<file path="src/hdl/fbm_pkg.sv">
`default_nettype none

package fbm_pkg;

    // Field and register widths
    localparam int COORD_W    = 32;
    localparam int NOISE_W    = 16;
    localparam int OCT_W      = 4;
    localparam int PERSIST_W  = 17;
    localparam int LACUN_W    = 20;
    localparam int SEED_W     = 32;
    localparam int CFG_IDX_W  = 2;
    localparam int CFG_DATA_W = 32;

    // Internal number formats
    localparam int FREQ_W   = 31;
    localparam int AMP_W    = 40;
    localparam int AMPSUM_W = 45;
    localparam int TOTAL_W  = 64;
    localparam int NZ_W     = 20;
    localparam int FADE_W   = 20;

    localparam logic [31:0]         HASH_MUL = 32'h045d_9f3b;
    localparam logic [FREQ_W-1:0]   ONE_FREQ = 31'd65536;
    localparam logic [AMP_W-1:0]    ONE_AMP  = 40'd65536;
    localparam logic [FREQ_W-1:0]   FREQ_CAP = '1;
    localparam logic [AMP_W-1:0]    AMP_CAP  = '1;
    localparam logic signed [NOISE_W-1:0] NOISE_MAX = 16'sh7fff;
    localparam logic signed [NOISE_W-1:0] NOISE_MIN = 16'sh8000;

    typedef enum logic [CFG_IDX_W-1:0] {
        REG_OCTAVE_COUNT = 2'd0,
        REG_PERSISTENCE  = 2'd1,
        REG_LACUNARITY   = 2'd2,
        REG_HASH_SEED    = 2'd3
    } cfg_reg_t;

    typedef struct packed {
        logic signed [COORD_W-1:0] coord_x;
        logic signed [COORD_W-1:0] coord_y;
        logic signed [COORD_W-1:0] coord_z;
    } sample_t;

    typedef struct packed {
        logic signed [NOISE_W-1:0] noise_value;
    } result_t;

    // Data handed from one octave cell to the next
    typedef struct packed {
        logic                       valid;
        sample_t                    pt;
        logic [FREQ_W-1:0]          freq;
        logic [AMP_W-1:0]           amp;
        logic signed [TOTAL_W-1:0]  total;
        logic [AMPSUM_W-1:0]        ampsum;
    } octave_link_t;

    // Xor with the arithmetic right shift by 16
    function automatic logic [31:0] mix_pre(input logic [31:0] v);
        return {{16{v[31]}}, v[31:16]} ^ v;
    endfunction

    function automatic logic [31:0] mix_mul(input logic [31:0] v);
        logic [31:0] r;
        r = mix_pre(v) * HASH_MUL;
        return r;
    endfunction

    // Dot product with one of the sixteen gradients
    function automatic logic signed [NZ_W-1:0] grad_dot(
        input logic [3:0]         g,
        input logic signed [17:0] x,
        input logic signed [17:0] y,
        input logic signed [17:0] z
    );
        logic signed [NZ_W-1:0] u;
        logic signed [NZ_W-1:0] v;
        u = g[3] ? NZ_W'(y) : NZ_W'(x);
        if (g[3:2] == 2'b00)
        begin
            v = NZ_W'(y);
        end
        else if (g[3:2] == 2'b11 && !g[0])
        begin
            v = NZ_W'(x);
        end
        else
        begin
            v = NZ_W'(z);
        end
        if (g[0])
        begin
            u = -u;
        end
        if (g[1])
        begin
            v = -v;
        end
        return u + v;
    endfunction

endpackage

`default_nettype wire

</file>
<file path="src/hdl/fbm_div_pipe.sv">
`default_nettype none

module fbm_div_pipe (
    input  logic                                clk,
    input  logic                                rst_n,
    input  logic                                adv,
    input  fbm_pkg::octave_link_t               link_in,
    output logic                                out_valid,
    output logic signed [fbm_pkg::NOISE_W-1:0]  out_value
);
    localparam int QUO_W = 17;
    localparam int DEN_W = fbm_pkg::AMPSUM_W + 2;
    localparam int REM_W = 65;

    typedef struct packed {
        logic             neg;
        logic             ovf;
        logic [REM_W-1:0] rem;
        logic [DEN_W-1:0] den;
        logic [QUO_W-1:0] quo;
    } div_state_t;

    logic [QUO_W:0] vld_reg;
    div_state_t     st_reg  [QUO_W+1];
    div_state_t     st_next [QUO_W+1];
    logic [63:0]    mag;

    // Take magnitude and divisor, flag quotients too large for the result
    always_comb
    begin
        mag = link_in.total[63] ? 64'(-link_in.total) : 64'(link_in.total);
        st_next[0].neg = link_in.total[63];
        st_next[0].rem = REM_W'(mag);
        st_next[0].den = {link_in.ampsum, 2'b00};
        st_next[0].ovf = st_next[0].rem >= (REM_W'(st_next[0].den) << QUO_W);
        st_next[0].quo = '0;
    end

    // One quotient bit per stage, most significant first
    for (genvar j = 1; j <= QUO_W; j++)
    begin : g_step
        localparam int B = QUO_W - j;
        logic [REM_W-1:0] shifted;
        always_comb
        begin
            shifted    = REM_W'(st_reg[j-1].den) << B;
            st_next[j] = st_reg[j-1];
            if (st_reg[j-1].rem >= shifted)
            begin
                st_next[j].rem    = st_reg[j-1].rem - shifted;
                st_next[j].quo[B] = 1'b1;
            end
        end
    end

    always_ff @(posedge clk or negedge rst_n)
    begin
        if (!rst_n)
        begin
            vld_reg <= '0;
        end
        else if (adv)
        begin
            vld_reg <= {vld_reg[QUO_W-1:0], link_in.valid};
        end
    end

    always_ff @(posedge clk)
    begin
        if (adv)
        begin
            st_reg <= st_next;
        end
    end

    // Apply sign and saturate
    always_comb
    begin
        if (st_reg[QUO_W].neg)
        begin
            if (st_reg[QUO_W].ovf || st_reg[QUO_W].quo > 17'd32768)
            begin
                out_value = fbm_pkg::NOISE_MIN;
            end
            else
            begin
                out_value = fbm_pkg::NOISE_W'(17'd0 - st_reg[QUO_W].quo);
            end
        end
        else if (st_reg[QUO_W].ovf || st_reg[QUO_W].quo > 17'd32767)
        begin
            out_value = fbm_pkg::NOISE_MAX;
        end
        else
        begin
            out_value = st_reg[QUO_W].quo[15:0];
        end
    end

    assign out_valid = vld_reg[QUO_W];

endmodule

`default_nettype wire

</file>
<file path="config.mk">
export PLATFORM = sky130hd
export DESIGN_NAME = fbm_div_pipe
export DESIGN_NICKNAME = d
export VERILOG_FILES = /design/src/hdl/fbm_pkg.sv /design/src/hdl/fbm_div_pipe.sv
export SDC_FILE = /design/constraint.sdc
export NUM_CORES = 2
export LEC_CHECK = 0
export BUFFER_PORTS_ARGS = -buffer_cell sky130_fd_sc_hd__buf_2
export CAP_MARGIN = 5
export CORE_MARGIN = 2
export CORE_UTILIZATION = 25
export CTS_CLUSTER_DIAMETER = 200
export DETAILED_ROUTE_END_ITERATION = 6
export PLACE_DENSITY = 0.44
export SYNTH_ARGS = -nofsm -noshare
export SYNTH_HDL_FRONTEND = slang
export SYNTH_SLANG_ARGS = --single-unit
</file>
<file path="constraint.sdc">
create_clock -name clk -period 8.8 [get_ports clk]
set_input_delay 0.44 -clock clk [delete_from_list [all_inputs] [get_ports clk]]
set_output_delay 0.44 -clock clk [all_outputs]
set_load 0.05 [all_outputs]
</file>
# [After elaboration in Yosys (flattened, before gate mapping)]
# Index checks and enable logic that the tools add are counted.
[totals] ff_bits=2076 latch_bits=0 ramBits=0 rom_bits=0 output_inout_bits=17 memories=0
[op_classes] addsub=18 mul=0 n_div=0 magnitude_cmp=20 eq_ne=0 n_shift=0 mux=20 bitwise=0 reduce_logical=2
[op_table] operator="two-way mux 65 bit" count=15
[op_table] operator="two-way mux 64 bit" count=2
[op_table] operator="greater-or-equal comparator 65 x 47 -> 1 bit" count=1
[op_table] operator="greater-or-equal comparator 65 x 48 -> 1 bit" count=1
[op_table] operator="greater-or-equal comparator 65 x 49 -> 1 bit" count=1
[op_table] operator="greater-or-equal comparator 65 x 50 -> 1 bit" count=1
[op_table] operator="greater-or-equal comparator 65 x 51 -> 1 bit" count=1
[op_table] operator="greater-or-equal comparator 65 x 52 -> 1 bit" count=1
[op_table] operator="greater-or-equal comparator 65 x 53 -> 1 bit" count=1
[op_table] operator="greater-or-equal comparator 65 x 54 -> 1 bit" count=1
[op_table] operator="greater-or-equal comparator 65 x 55 -> 1 bit" count=1
[op_table] operator="greater-or-equal comparator 65 x 56 -> 1 bit" count=1
[op_table] operator="greater-or-equal comparator 65 x 57 -> 1 bit" count=1
[op_table] operator="greater-or-equal comparator 65 x 58 -> 1 bit" count=1
[op_table] operator="greater-or-equal comparator 65 x 59 -> 1 bit" count=1
[op_table] operator="greater-or-equal comparator 65 x 60 -> 1 bit" count=1
[op_table] operator="greater-or-equal comparator 65 x 61 -> 1 bit" count=1
[op_table] operator="greater-or-equal comparator 65 x 62 -> 1 bit" count=1
[op_table] operator="subtractor 64 x 63 -> 65 bit" count=1
[op_table] operator="subtractor 65 x 48 -> 65 bit" count=1
[op_table] operator="subtractor 65 x 49 -> 65 bit" count=1
[op_table] operator="subtractor 65 x 50 -> 65 bit" count=1
[op_table] operator="subtractor 65 x 51 -> 65 bit" count=1
[op_table] operator="subtractor 65 x 52 -> 65 bit" count=1
[op_table] operator="18 further kinds" count=21

# [Logic depth before layout (Yosys ltp)]
[logic_depth] depth_word=4 ltp_mapped=22

# [Least setup slack after synthesis]
# Ideal clock, no wire load.
[synth_path] kind="register -> output" start="register st_reg[0] in the netlist's numbering" end="output port out_value[11] in the netlist's numbering" arrival_ns=5.188 path_slack_ns=3.172 path_stages_with_launch=13 n_path_buf=1 path_cell_list="edfxtp_1 -> inv_1 -> ha_1 -> or3b_1 -> or3_1 -> or3_1 -> or3_1 -> or3_1 -> or3_1 -> o21ai_1 -> nand3_1 -> clkbuf_1 -> o311ai_0"
[synth_between] elab_chain_cells=4
[synth_lines] item="start: declaration" line_no="fbm_div_pipe.sv:24" text="div_state_t st_reg [QUO_W+1];"
[synth_lines] item="start signal: assignment" line_no="fbm_div_pipe.sv:72" text="st_reg <= st_next;"
[synth_lines] item="greater-than comparator 17 x 15 -> 1 bit or greater-than comparator 17 x 16 -> 1 bit (tied branches)" line_no="fbm_div_pipe.sv:90, fbm_div_pipe.sv:81"
[synth_lines] item="logical OR 1 bit (on tied branches)" line_no="fbm_div_pipe.sv:90, fbm_div_pipe.sv:81"
[synth_lines] item="two-way mux 16 bit (on tied branches)" line_no="fbm_div_pipe.sv:90, fbm_div_pipe.sv:81"
[synth_lines] item="two-way mux 16 bit (*)" line_no="fbm_div_pipe.sv:79" text="if (st_reg[QUO_W].neg)"
[synth_lines] item="end: declaration" line_no="fbm_div_pipe.sv:9" text="output logic signed [fbm_pkg::NOISE_W-1:0] out_value"
# Every way passes the cells marked *; elsewhere a longest branch is shown, timed or not.

==> run_results.csv <==
group,metric,value,unit
placement,dp_cells,17700,
clocking,clkTransAtPathRegs,60,ps
logic_synthesis,synth_nets,12600,
drt,ant_nets,0,
timing,finalSetupViolations,0,
global_routing,antenna_found_initial,4,
setup_path,max_stage_delay,810,ps
global_routing,grt_start_max_net_pins,180,
drt,avgRoutedWirePerCell,18.3,um
logic_synthesis,synth_warnings,0,
clocking,cts_tree,"done",
logic_synthesis,yosys.cell_types.count,91,
setup_path,crit_path_end_kind,"register",
timing,rsz0062_at_grt,"false",
final_layout,syn2layout_area_growth,14.9,%
timing,whs,112,ps
flow_run,cap_violations,0,
placement,routabilityCongestion,0.919,
setup_path,path_buf_inv,2,
drt,drc,0,
setup_path,path_common_cell,"nand2b_4",
setup_path,crit_family,"simple AND/OR/NAND/NOR gates",
logic_synthesis,ys_seq_elements,2076,
worst_hold_path,hp-start,"link_in[56]",
final_layout,fin_nets,12800,
die,start_util,25.1,%
clocking,clockBufferDepth,4,
final_layout,drive_gt1_share,7.05,%
timing,relSlewSlack,13.2,%
drt,num_vias,83800,
setup_path,crit_path_cell_trace,"dlygate4sd3_1, buf_2, or4_4, or3_1, or4b_1, or2_4, nand2b_4, or3_4, nand2b_4, nand2b_4, nand2b_4, o41ai_4, xnor2_1, ha_1, nand4_1, nor4_1, nand3_1, nor4_1, nand4b_1, o21ai_0, or3_1",
setup_path,start_kind,"primary input",
power,peakVddDrop,0.148,mV
global_routing,grt_pass1_wl,508000,um
drt,via_per_inst,4.58,
timing,min_period,6400,ps
setup_path,slowest_stage,"nor4_1",
final_layout,final_cells,18300,
logic_synthesis,ys.flop_type,"edfxtp_1",
final_layout,final_common_cell,"edfxtp_1",
logic_synthesis,yosys.area.top_type_share,51.0,%
setup_path,crit_required,9520,ps
power,power,46.5,mW
timing,postLayoutSetupSlackWorst,2400,ps
clocking,ctsRootBufferMaster,"clkbuf_16",
final_layout,largest_reg_flops,1123,
timing,hold_violations,0,
placement,hpwl,263000,um
die,die_x,700,um
setup_path,cp_num_cells,21,
logic_synthesis,ys_seq_area_share,51.4,%
setup_path,crit_start,"link_in[61]",
global_routing,grtUsageTotal,13.2,%
power,p_leak,54.1,nW
timing,post-route-period-util,72.7,%
die,rows,255,
drt,drt_iter0_markers,5249,
logic_synthesis,ys_top_cells_by_area,"edfxtp_1, ha_1, a21oi_1",
timing,tns,0,ps
clocking,numClockSinks,2076,
drt,first_pass_iters,6,
timing,finClkSkew,68.4,ps
global_routing,grt_pass1_vias,85000,
placement,preCtsSetupSlack,1920,ps
setup_path,reg2reg_from,"st_reg[1518]",
logic_synthesis,syn_inst,11500,
timing,drv_slew,0,
logic_synthesis,synthArstFlopShare,0.867,%
final_layout,layout_common_cells,"edfxtp_1, a21oi_1, inv_1",
logic_synthesis,avgSynthCellArea,10.6,um2
drt,drt-total-wl,334000,um
setup_path,reg2regPathDepth,12,
global_routing,grt_overflow,0,
placement,io_buffers,129,
die,ios,297,
clocking,clk_latency,920,ps
setup_path,cp.arrival,7120,ps
setup_path,cp_max_fo,6,
die,die_y,700,um
power,p_per_area,334,mW/mm2
logic_synthesis,synth_area_leader_cell,"edfxtp_1",
logic_synthesis,synth_edf_count,2058,
clocking,htreeDepth,5,
clocking,postCtsSetupBuffers,0,
die,coreArea,0.482,mm2
clocking,ctsResizeCount,0,
die,die-area,0.490,mm2
setup_path,r2r-end,"st_reg[1389]",
timing,clock.fmax,0.156,GHz
setup_path,path_class,"primary input to register",
clocking,cts_buffers,265,
setup_path,crit_end,"st_next[2225]",
timing,worst_pin_slew,1290,ps
logic_synthesis,netlist_area,0.121,mm2
setup_path,ff2ff_setup_slack,3300,ps
status,status,"completed",
worst_hold_path,hold_path_class,"primary input to register",
clocking,hold_buffers,140,
## through the flow
step | instance area, um2 | utilization [%]
floorplan | 121000 | -
global placement | 129000 | 26.8
detailed placement | 129000 | 26.8
CTS | 139000 | 28.9
global route | 139000 | 28.9
finish | 139000 | 28.9
## area by class of cell
| class | count | area [um2] |
|---|---|---|
| Antenna cell | 7 | 17.5 |
| Inverter | 1046 | 3930 |
| Multi-Input combinational cell | 7936 | 53600 |
| Tap cell | 6425 | 8040 |
| Clock buffer | 318 | 7040 |
| Clock inverter | 154 | 1600 |
| Sequential cell | 2076 | 62200 |
| Timing Repair Buffer | 345 | 2780 |
| Fill cell | 50200 | 343000 |
## metal layers
metal  vias up  GRT usage, %  wire [um]
li1      42600             -          -
met1     39100          15.1     138000
met2      1431          23.6     163000
met3       697          1.49       9020
met4         0          8.36      24800
met5         -             0          0
## worst min path at each step
| stage | to | depth (start not counted) |
|---|---|---|
| 2_1_floorplan | vld_reg[0] | 0 |
| 3_3_place_gp | vld_reg[0] | 1 |
| 3_5_place_dp | vld_reg[0] | 1 |
| 4_1_cts | st_reg[2303] | 3 |
| 5_1_grt | st_reg[2302] | 2 |
| 6_report | st_reg[2302] | 2 |
## Yosys cell counts (111+ instances only)
master / number
edfxtp_1: 2058
a21oi_1: 1111
inv_1: 1044
nand2_1: 843
ha_1: 813
nor2_1: 755
o21ai_0: 713
xnor2_1: 523
a21o_1: 476
clkbuf_1: 362
xor2_1: 327
nand4_1: 229
nand3_1: 186
nor3_1: 175
mux2_2: 144
o21bai_1: 118
nor2b_1: 113
a31oi_1: 112
nor4_1: 111
## kinds of logic after synthesis
family,count (synthesis),synth area share (%)
adder cells (fa/ha/maj),829,8.66
AO/OA/AOI/OAI,3191,16.3
XOR/XNOR,850,6.15
AND/OR/NAND/NOR,2920,11.7
multiplexers,146,1.36
flip-flops,2076,51.4
buffers and inverters,1440,4.47
## where the power goes
| group | total [mW] | switching, mW | internal (mW) |
|---|---|---|---|
| Sequential | 16.0 | 1.66 | 14.3 |
| Clock | 10.9 | 4.33 | 6.54 |
| Combinational | 19.7 | 11.7 | 7.92 |
Power figures use the tool's default switching activity.
